### config.mk
export PLATFORM = sky130hd
export DESIGN_NAME = fifo_replacement_kv_cache_flat
export DESIGN_NICKNAME = d
export VERILOG_FILES = /design/src/rtl/core/fkv_pkg.sv /design/src/rtl/core/fkv_if.sv /design/src/rtl/core/fifo_replacement_kv_cache.sv /design/src/rtl/core/fkv_store.sv /design/src/flat_wrapper.sv
export SDC_FILE = /design/constraint.sdc
export NUM_CORES = 1
export LEC_CHECK = 0
export BUFFER_PORTS_ARGS = -buffer_cell sky130_fd_sc_hd__buf_2
export CAP_MARGIN = 20
export CORE_MARGIN = 1.5
export CORE_UTILIZATION = 32
export DETAILED_ROUTE_END_ITERATION = 8
export PLACE_DENSITY = 0.84
export SYNTH_ARGS = -nofsm -noshare
export SYNTH_HDL_FRONTEND = slang
export SYNTH_SLANG_ARGS = --single-unit
### constraint.sdc
create_clock -name clock -period 1.22 [get_ports clock]
set_input_delay 0.122 -clock clock [delete_from_list [all_inputs] [get_ports clock]]
set_output_delay 0.122 -clock clock [all_outputs]
set_load 0.02 [all_outputs]
### src/rtl/core/fkv_pkg.sv
// Package: types, request codes and constants of the FIFO-replacement key/value cache
`timescale 1ns / 1ps

package fkv_pkg;

   localparam int DEF_CAPACITY = 16;
   localparam int KEY_WIDTH    = 32;
   localparam int VALUE_WIDTH  = 32;
   localparam int REQ_W        = 3;
   localparam int OCC_W        = 5;
   localparam int LIMIT_W      = 5;

   // Request codes
   localparam logic [REQ_W-1:0] REQ_GET    = 3'd0;
   localparam logic [REQ_W-1:0] REQ_INSERT = 3'd1;
   localparam logic [REQ_W-1:0] REQ_ASSIGN = 3'd2;
   localparam logic [REQ_W-1:0] REQ_ERASE  = 3'd3;
   localparam logic [REQ_W-1:0] REQ_TAKE   = 3'd4;
   localparam logic [REQ_W-1:0] REQ_CLEAR  = 3'd5;

   // Register file
   localparam int               CSR_ADDR_W        = 3;
   localparam int               CSR_DATA_W        = 32;
   localparam logic             REG_MAX_ENTRIES   = 1'b0;
   localparam logic [LIMIT_W-1:0] MAX_ENTRIES_RESET = 5'd16;

   typedef struct packed {
      logic [REQ_W-1:0]       req_type;
      logic [KEY_WIDTH-1:0]   key;
      logic [VALUE_WIDTH-1:0] write_value;
   } fkv_request_type;

   typedef struct packed {
      logic                   hit;
      logic [VALUE_WIDTH-1:0] read_value;
      logic                   inserted;
      logic                   evicted;
      logic [KEY_WIDTH-1:0]   evicted_key;
      logic [OCC_W-1:0]       occupancy;
   } fkv_result_type;

endpackage

### src/rtl/core/fkv_if.sv
// Valid/ready channel interface carrying one payload per transfer
`timescale 1ns / 1ps

interface fkv_if #(parameter type payload_type = logic);
   logic        valid;
   logic        ready;
   payload_type payload;

   modport source (output valid, output payload, input ready);
   modport sink (input valid, input payload, output ready);
endinterface

### src/rtl/core/fifo_replacement_kv_cache.sv
// Top level of the FIFO-replacement key/value cache
`timescale 1ns / 1ps

// Fully associative key/value cache with FIFO replacement.
// A request enters on req_if (valid/ready) with req_type, key and write_value;
// exactly one result leaves on rsp_if per request, in request order.
// Get, insert, insert_or_assign, erase, take and clear act on CAPACITY slots;
// a new key arriving at the entry limit evicts the oldest entry and reports it.
// The entry limit is register max_entries at byte address 0 of the APB port.
// A request accepted on req_if is held in the input register, then its result
// in the result register, which drives rsp_if until the result is taken.
// Throughput: one request per cycle while results are taken, set by the key
// compare over all slots plus the age-rank update ending in the slot registers.
// A stalled receiver holds the result register; the input register still
// takes one more request, then req_if.ready drops until the result is taken.
// Reset empties the cache (all slots invalid, count zero), sets max_entries
// to 16 and leaves both channels empty; no clearing pass is needed.

module fifo_replacement_kv_cache #(
   parameter int CAPACITY = fkv_pkg::DEF_CAPACITY
) (
   input  logic                             clock,
   input  logic                             reset,
   fkv_if.sink                              req_if,
   fkv_if.source                            rsp_if,
   input  logic                             psel,
   input  logic                             penable,
   input  logic                             pwrite,
   input  logic [fkv_pkg::CSR_ADDR_W-1:0]   paddr,
   input  logic [fkv_pkg::CSR_DATA_W-1:0]   pwdata,
   output logic [fkv_pkg::CSR_DATA_W-1:0]   prdata,
   output logic                             pready
);
   import fkv_pkg::*;

   logic                 s1_valid_ff, s1_valid_in;
   fkv_request_type      s1_req_ff;
   logic                 s2_valid_ff, s2_valid_in;
   fkv_result_type       s2_rsp_ff;
   fkv_result_type       store_result;
   logic [LIMIT_W-1:0]   max_entries_ff;
   logic                 s1_load, s2_load, csr_write;

   assign s2_load      = s1_valid_ff && (!s2_valid_ff || rsp_if.ready);
   assign req_if.ready = !s1_valid_ff || s2_load;
   assign s1_load      = req_if.valid && req_if.ready;
   assign s1_valid_in  = s1_load || (s1_valid_ff && !s2_load);
   assign s2_valid_in  = s2_load || (s2_valid_ff && !rsp_if.ready);

   assign rsp_if.valid   = s2_valid_ff;
   assign rsp_if.payload = s2_rsp_ff;

   always_ff @(posedge clock) begin
      if (reset) begin
         s1_valid_ff <= 1'b0;
         s2_valid_ff <= 1'b0;
      end else begin
         s1_valid_ff <= s1_valid_in;
         s2_valid_ff <= s2_valid_in;
      end
   end

   always_ff @(posedge clock) begin
      if (s1_load) begin
         s1_req_ff <= req_if.payload;
      end
      if (s2_load) begin
         s2_rsp_ff <= store_result;
      end
   end

   fkv_store #(
      .CAPACITY (CAPACITY)
   ) u_store (
      .clock       (clock),
      .reset       (reset),
      .step        (s2_load),
      .request     (s1_req_ff),
      .max_entries (max_entries_ff),
      .result      (store_result)
   );

   // Register port: one register, word index in paddr[2]
   assign pready    = 1'b1;
   assign csr_write = psel && penable && pwrite && pready
                      && (paddr[2] == REG_MAX_ENTRIES);

   always_ff @(posedge clock) begin
      if (reset) begin
         max_entries_ff <= MAX_ENTRIES_RESET;
      end else if (csr_write) begin
         max_entries_ff <= pwdata[LIMIT_W-1:0];
      end
   end

   always_comb begin
      prdata = '0;
      if (paddr[2] == REG_MAX_ENTRIES) begin
         prdata = CSR_DATA_W'(max_entries_ff);
      end
   end

endmodule

### src/rtl/core/fkv_store.sv
// Slot storage, parallel key match, FIFO age ranks and next-state logic
`timescale 1ns / 1ps

module fkv_store #(
   parameter int CAPACITY = fkv_pkg::DEF_CAPACITY
) (
   input  logic                          clock,
   input  logic                          reset,
   input  logic                          step,
   input  fkv_pkg::fkv_request_type      request,
   input  logic [fkv_pkg::LIMIT_W-1:0]   max_entries,
   output fkv_pkg::fkv_result_type       result
);
   import fkv_pkg::*;

   localparam int RW = $clog2(CAPACITY);
   localparam int CW = $clog2(CAPACITY + 1);
   localparam int LW = (CW > LIMIT_W) ? CW : LIMIT_W;

   logic [CAPACITY-1:0]    slot_valid_ff, slot_valid_in;
   logic [KEY_WIDTH-1:0]   slot_key_ff   [CAPACITY];
   logic [KEY_WIDTH-1:0]   slot_key_in   [CAPACITY];
   logic [VALUE_WIDTH-1:0] slot_value_ff [CAPACITY];
   logic [VALUE_WIDTH-1:0] slot_value_in [CAPACITY];
   logic [RW-1:0]          slot_rank_ff  [CAPACITY];
   logic [RW-1:0]          slot_rank_in  [CAPACITY];
   logic [CW-1:0]          entry_count_ff, entry_count_in;

   logic [CAPACITY-1:0]    match, oldest, rm_vec, valid_mid, free_vec, ins_vec;
   logic                   hit_any, is_new, do_evict, do_erase, rm_en, is_clear;
   logic [VALUE_WIDTH-1:0] hit_value;
   logic [KEY_WIDTH-1:0]   oldest_key;
   logic [RW-1:0]          hit_rank, rm_rank;
   logic [CW-1:0]          count_mid;
   logic [LW-1:0]          limit_val, max_ext;

   always_comb begin
      max_ext = LW'(max_entries);
      if (max_ext == '0) begin
         limit_val = LW'(1);
      end else if (max_ext > LW'(CAPACITY)) begin
         limit_val = LW'(CAPACITY);
      end else begin
         limit_val = max_ext;
      end
   end

   // Parallel compare over all slots
   always_comb begin
      hit_value  = '0;
      hit_rank   = '0;
      oldest_key = '0;
      for (int i = 0; i < CAPACITY; i++) begin
         match[i]  = slot_valid_ff[i] && (slot_key_ff[i] == request.key);
         oldest[i] = slot_valid_ff[i] && (slot_rank_ff[i] == '0);
         if (match[i]) begin
            hit_value = hit_value | slot_value_ff[i];
            hit_rank  = hit_rank | slot_rank_ff[i];
         end
         if (oldest[i]) begin
            oldest_key = oldest_key | slot_key_ff[i];
         end
      end
      hit_any = |match;
   end

   always_comb begin
      is_clear = (request.req_type == REQ_CLEAR);
      is_new   = ((request.req_type == REQ_INSERT) || (request.req_type == REQ_ASSIGN))
                 && !hit_any;
      do_evict = is_new && (entry_count_ff != '0) && (LW'(entry_count_ff) >= limit_val);
      do_erase = ((request.req_type == REQ_ERASE) || (request.req_type == REQ_TAKE))
                 && hit_any;
      rm_en    = do_evict || do_erase;
      rm_vec   = do_evict ? oldest : (do_erase ? match : '0);
      rm_rank  = do_evict ? '0 : hit_rank;

      valid_mid = slot_valid_ff & ~rm_vec;
      count_mid = entry_count_ff - CW'(rm_en);

      // Lowest free slot takes the new key
      free_vec  = ~valid_mid;
      ins_vec   = is_new ? (free_vec & ~(free_vec - CAPACITY'(1))) : '0;

      for (int i = 0; i < CAPACITY; i++) begin
         slot_key_in[i]   = slot_key_ff[i];
         slot_value_in[i] = slot_value_ff[i];
         slot_rank_in[i]  = slot_rank_ff[i];
         if (ins_vec[i]) begin
            slot_key_in[i]   = request.key;
            slot_value_in[i] = request.write_value;
            slot_rank_in[i]  = RW'(count_mid);
         end else begin
            if ((request.req_type == REQ_ASSIGN) && match[i]) begin
               slot_value_in[i] = request.write_value;
            end
            // Close the gap left in the age order
            if (rm_en && valid_mid[i] && (slot_rank_ff[i] > rm_rank)) begin
               slot_rank_in[i] = slot_rank_ff[i] - RW'(1);
            end
         end
      end

      slot_valid_in  = is_clear ? '0 : (valid_mid | ins_vec);
      entry_count_in = is_clear ? '0 : (count_mid + CW'(is_new));
   end

   always_comb begin
      result.hit         = hit_any && (request.req_type <= REQ_TAKE);
      result.read_value  = (((request.req_type == REQ_GET) || (request.req_type == REQ_TAKE))
                            && hit_any) ? hit_value : '0;
      result.inserted    = is_new;
      result.evicted     = do_evict;
      result.evicted_key = do_evict ? oldest_key : '0;
      result.occupancy   = OCC_W'(entry_count_in);
   end

   always_ff @(posedge clock) begin
      if (reset) begin
         slot_valid_ff  <= '0;
         entry_count_ff <= '0;
      end else if (step) begin
         slot_valid_ff  <= slot_valid_in;
         entry_count_ff <= entry_count_in;
      end
   end

   always_ff @(posedge clock) begin
      if (step) begin
         slot_key_ff   <= slot_key_in;
         slot_value_ff <= slot_value_in;
         slot_rank_ff  <= slot_rank_in;
      end
   end

endmodule

### src/flat_wrapper.sv
// flat-port wrapper written by rule: the top's interface ports become plain ports
module fifo_replacement_kv_cache_flat import fkv_pkg::*;
#(
   parameter int CAPACITY = fkv_pkg::DEF_CAPACITY
)
  (clock, reset, psel, penable, pwrite, paddr, pwdata, prdata, pready, req_if_valid, req_if_payload, req_if_ready, rsp_if_valid, rsp_if_payload, rsp_if_ready);
  fkv_if req_if_i ();
  fkv_if rsp_if_i ();
  input  logic clock;
  input  logic reset;
  input  logic psel;
  input  logic penable;
  input  logic pwrite;
  input  logic [fkv_pkg::CSR_ADDR_W-1:0] paddr;
  input  logic [fkv_pkg::CSR_DATA_W-1:0] pwdata;
  output logic [fkv_pkg::CSR_DATA_W-1:0] prdata;
  output logic pready;
  input wire logic [$bits(req_if_i.valid)-1:0] req_if_valid;
  input wire logic [$bits(req_if_i.payload)-1:0] req_if_payload;
  output wire logic [$bits(req_if_i.ready)-1:0] req_if_ready;
  output wire logic [$bits(rsp_if_i.valid)-1:0] rsp_if_valid;
  output wire logic [$bits(rsp_if_i.payload)-1:0] rsp_if_payload;
  input wire logic [$bits(rsp_if_i.ready)-1:0] rsp_if_ready;
  assign req_if_i.valid = req_if_valid;
  assign req_if_i.payload = req_if_payload;
  assign req_if_ready = req_if_i.ready;
  assign rsp_if_valid = rsp_if_i.valid;
  assign rsp_if_payload = rsp_if_i.payload;
  assign rsp_if_i.ready = rsp_if_ready;
  fifo_replacement_kv_cache #(.CAPACITY(CAPACITY)) u_core (.clock(clock), .reset(reset), .req_if(req_if_i), .rsp_if(rsp_if_i), .psel(psel), .penable(penable), .pwrite(pwrite), .paddr(paddr), .pwdata(pwdata), .prdata(prdata), .pready(pready));
endmodule
=== Word level (Yosys, flattened, before mapping) ===
Cells that the tools add are included.

* Register bits: 7
* Bits of input ports: 43
* Output and inout bits: 36
* Logic and storage cells: 20

* Reductions and logical operators: 15
* Bitwise logic cells: 1
* Muxes and demuxes: 1

{| class="wikitable"
|+ Operators with widths
! cell !! number
|-
| $logic_and A1 B1 Y1 || 7
|-
| $mux W5 || 1
|-
| $logic_not A1 Y1 || 4
|-
| $logic_or A1 B1 Y1 || 4
|-
| $not A1 Y1 || 1
|}

=== Logic depth before layout (Yosys ltp) ===
* Depth in word-level cells: 6
* Mapped depth: 3
* Mapped depth without buffers: 2

=== Cells and area by module ===
From an unflattened synthesis, not the netlist that was laid out.

* Cell total of the unflattened synthesis: 3,486
* Area, all modules: 50,758.7 µm²

{| class="wikitable"
|+ By module, submodules not included
! module !! instances !! area each (µm²) !! cells an instance
|-
| fkv_store || 1 || 50,120.6 || 3,416
|-
| fifo_replacement_kv_cache || 1 || 638.1 || 70
|}

=== Worst setup path before layout ===
Ideal clock, no wire load.

* Kind: register -> register
* Start: reg u_core.s2_valid_ff, in the netlist u_core.rsp_if.valid
* End: reg u_core.s1_valid_ff
* Clock period less this slack: 0.946 ns
* Slack: 0.274 ns
* Required time: 1.148 ns
* Arrival: 0.874 ns
* Path buffers: 0
* Stages on the path, launching flop included: 3
* Cell sequence: dfxtp_1 -> nand3b_1 -> a21oi_1

* Word-level cells in the longest chain between the ends: 6
* Elaborated cells between the ends (all ways): 8

{| class="wikitable"
|+ Ends and longest elaborated chain
! item !! line !! source
|-
| start, declared || fifo_replacement_kv_cache.sv:38 || <nowiki>logic s2_valid_ff, s2_valid_in;</nowiki>
|-
| start signal, assigned || fifo_replacement_kv_cache.sv:59 || <nowiki>s2_valid_ff <= s2_valid_in;</nowiki>
|-
| $logic_not A1 Y1 || fifo_replacement_kv_cache.sv:44 || <nowiki>assign s2_load = s1_valid_ff && (!s2_valid_ff || rsp_if.ready);</nowiki>
|-
| $logic_or A1 B1 Y1 || fifo_replacement_kv_cache.sv:44 ||
|-
| $logic_and A1 B1 Y1 || fifo_replacement_kv_cache.sv:44 ||
|-
| $logic_or A1 B1 Y1 || fifo_replacement_kv_cache.sv:45 || <nowiki>assign req_if.ready = !s1_valid_ff || s2_load;</nowiki>
|-
| via req_if_ready || flat_wrapper.sv:20 || <nowiki>output wire logic [$bits(req_if_i.ready)-1:0] req_if_ready;</nowiki>
|-
| $logic_and A1 B1 Y1 || fifo_replacement_kv_cache.sv:46 || <nowiki>assign s1_load = req_if.valid && req_if.ready;</nowiki>
|-
| $logic_or A1 B1 Y1 || fifo_replacement_kv_cache.sv:47 || <nowiki>assign s1_valid_in = s1_load || (s1_valid_ff && !s2_load);</nowiki>
|-
| end signal, assigned || fifo_replacement_kv_cache.sv:58 || <nowiki>s1_valid_ff <= s1_valid_in;</nowiki>
|-
| end, declared || fifo_replacement_kv_cache.sv:36 || <nowiki>logic s1_valid_ff, s1_valid_in;</nowiki>
|}

The timed path passes the listed nets, and every way through them passes these cells.
A chain may end at the register's enable or synchronous reset.

=== Worst setup path after layout ===
* Start: reg u_core.max_entries_ff[1]
* End: out prdata[1] (netlist name)

* Word-level cells in the longest chain between the ends: 1

{| class="wikitable"
|+ Ends and longest elaborated chain
! item !! line !! source
|-
| start, declared || fifo_replacement_kv_cache.sv:41 || <nowiki>logic [LIMIT_W-1:0] max_entries_ff;</nowiki>
|-
| start signal, assigned || fifo_replacement_kv_cache.sv:92 || <nowiki>max_entries_ff <= pwdata[LIMIT_W-1:0];</nowiki>
|-
| $mux W5 || fifo_replacement_kv_cache.sv:98 || <nowiki>if (paddr[2] == REG_MAX_ENTRIES) begin</nowiki>
|-
| end, declared || flat_wrapper.sv:16 || <nowiki>output logic [fkv_pkg::CSR_DATA_W-1:0] prdata;</nowiki>
|}

Every way passes these cells.

==> impl_metrics.toml <==
[power_and_ir_drop]
vdd_drop_max_v = 0.0004861
power.leakage_nw = 0.3259
p_per_area_mw_per_mm2 = 997.7
total_power_uw = 594.2

[critical_path]
r2r_slack_ps = 550
path_class = "reg2out"
timing.rr.start = "u_core.rsp_if.valid"
reg2reg_depth = 2
cp.required_ps = 1100
end_kind = "primary output"
reg2reg_to = "u_core.s1_valid_ff"
cp-start-kind = "flip-flop"
cp_data_arrival_time_ps = 900
cp_max_fo = 2
critPathLaunch = "u_core.max_entries_ff[1]"

[cts]
cts_max_level = 1
clk_pin_slew_ps = 60
cts_setup_buffers = 0
hold_buffers = 0
cts-resized-gates = 0
numCtsBuffers = 3
cts_tree = "built"
clock_latency_ps = 260
clock_sinks = 7
clockBufferDepth = 2
cts_root_buffer = "clkbuf_4"

[cells_and_area]
register_area_um2 = 140.1
diodes = 0
multi_input_area_um2 = 294.0
fillers = 190
fin_area_um2 = 595.6
syn2layout_area_growth_pct = 3.930
nNetsFinal = 130
drive_gt1_share_pct = 32.56
finalNonFillerCells = 111

[grt]
grt_util_all_layers_pct = 8.792
grt_overflow = 0
grt_max_degree = 13
antenna_found_initial = 0
grt_pass1_wl_mm = 1.228
grt_pass1_vias = 323

[synthesis]
yosysWarningCount = 0
synthesis.area_um2 = 573.1
avgSynthCellArea_um2 = 8.553
synth_top_area_cell = "buf_4"
synthXorXnorAreaFrac_pct = 0
synth_top_family_by_area = "buffers and inverters"
synth_edf_count = 0
async_reset_ff_share_pct = 0
synthTopCellsByArea = "buf_4, dfxtp_1, nand2b_1"
ys_ff_latch = 7
synth_compound_area_share_pct = 1.747
synth_ff_type = "dfxtp_1"
synthMuxAreaShare_pct = 8.734
ys_seq_area_share_pct = 24.45
synth.most_common_cell = "buf_4"
synth-simple-area-share_pct = 21.83
synth_top_area_share_pct = 37.99
synth_common_cells = "buf_4, nand2b_1, dfxtp_1, and2b_2, mux2i_1"
synth.distinct_cells = 13
synthCells = 67
synth_adder_area_share_pct = 0

[job]
maxCapViolations = 0

[floorplanning]
start_util_pct = 33.55
dieArea_mm2 = 0.002053
die_h_um = 45.32
rows = 15
io_pins = 79
die-width_um = 45.32
core-area_mm2 = 0.001708

[min_path]
hold_class = "in2reg"
hold_path_depth = 3
min_to = "u_core.s1_valid_ff"
hp-start = "req_if_valid"

[drt]
wl_per_cell_um = 7.099
drt-vias-per-instance = 3.315
drtAntennaViolNets = 0
drt_iter0_drc = 0
routed_wl_um = 788
drc = 0
drt_first_pass_iters = 1
vias = 368

[timing]
rsz0062_at_grt = "no"
fin_crit_ps = 1020
hold_violations = 0
fin_skew_ps = 0.05121
maxSlewViolCount = 0
period_share_pct = 83.64
tns_ps = 0
setup_viol = 0
setup_ws_ps = 199.5
max_freq_mhz = 979.9

[placement]
placed_cells = 107
dp.final_hpwl_um = 656.6
place_congestion = 0.6093
port_buffers = 19
pre_cts_ws_ps = 192.4
place_area_um2 = 568.0

[outcome]
outcome = "completed"
[per-layer routing]
metal / vias up / routed length, um / global-route usage [%]
li1: 186 / - / -
met1: 157 / 284 / 8.495
met2: 25 / 407 / 14.57
met3: 0 / 97 / 7.200
met4: 0 / 0 / 1.765
met5: - / 0 / 0
[placed cells by master, fill, tap and decap left out]
cell	count
conb_1	29
nor2_1	2
nand3b_1	1
buf_2	19
dfxtp_1	7
nand2b_1	9
and2b_2	5
and4b_1	1
mux2i_1	5
inv_1	2
a21oi_1	2
clkbuf_4	3
clkinv_2	1
[through the flow]
stage | hold WS [ps] | utilization [%]
global route | 90.18 | 34.87
floorplan | 251.5 | -
detailed placement | 373.4 | 33.26
finish | 101.3 | 34.87
CTS | 95.01 | 34.87
global placement | 360.8 | 33.26
[registers in the layout, summed over array words and instances, names as in the netlist]
signal                 cells
u_core.max_entries_ff      5
u_core.s1_valid_ff         1
u_core.rsp_if.valid        1
[power by group]
part,total [mW],switching (mW),internal (mW)
Sequential,0.240,0.00361,0.236
Combinational,0.141,0.107,0.0339
Clock,0.213,0.0932,0.120
Total,0.594,0.204,0.390
[critical path, stage by stage, from the launching register on]
cell     delay [ps]
dfxtp_1         310
and2b_2         180
buf_2           150
[area by class of cell]
cell class,count,share of cell area [%]
clock buffer,3,3.782
clock inverter,1,0.8403
inverter,2,1.261
multi-input combinational,54,49.37
sequential,7,23.53
tap,25,5.252
timing repair buffer,19,15.97
[cell families after synthesis]
family	Yosys count
AOI/OAI and AO/OA	2
and+or+nand+nor	18
DFF	7
other	2
buffers and inverters	33
muxes	5
[worst max path at each step]
| stage | endpoint | depth (start not counted) |
|---|---|---|
| 4_1_cts | prdata[1] | 2 |
| 3_5_place_dp | u_core.max_entries_ff[1] | 3 |
| 6_report | prdata[1] | 2 |
| 3_3_place_gp | u_core.max_entries_ff[3] | 3 |
| 2_1_floorplan | u_core.s1_valid_ff | 2 |
| 5_1_grt | req_if_ready | 2 |
Power figures use the tool's default switching activity.
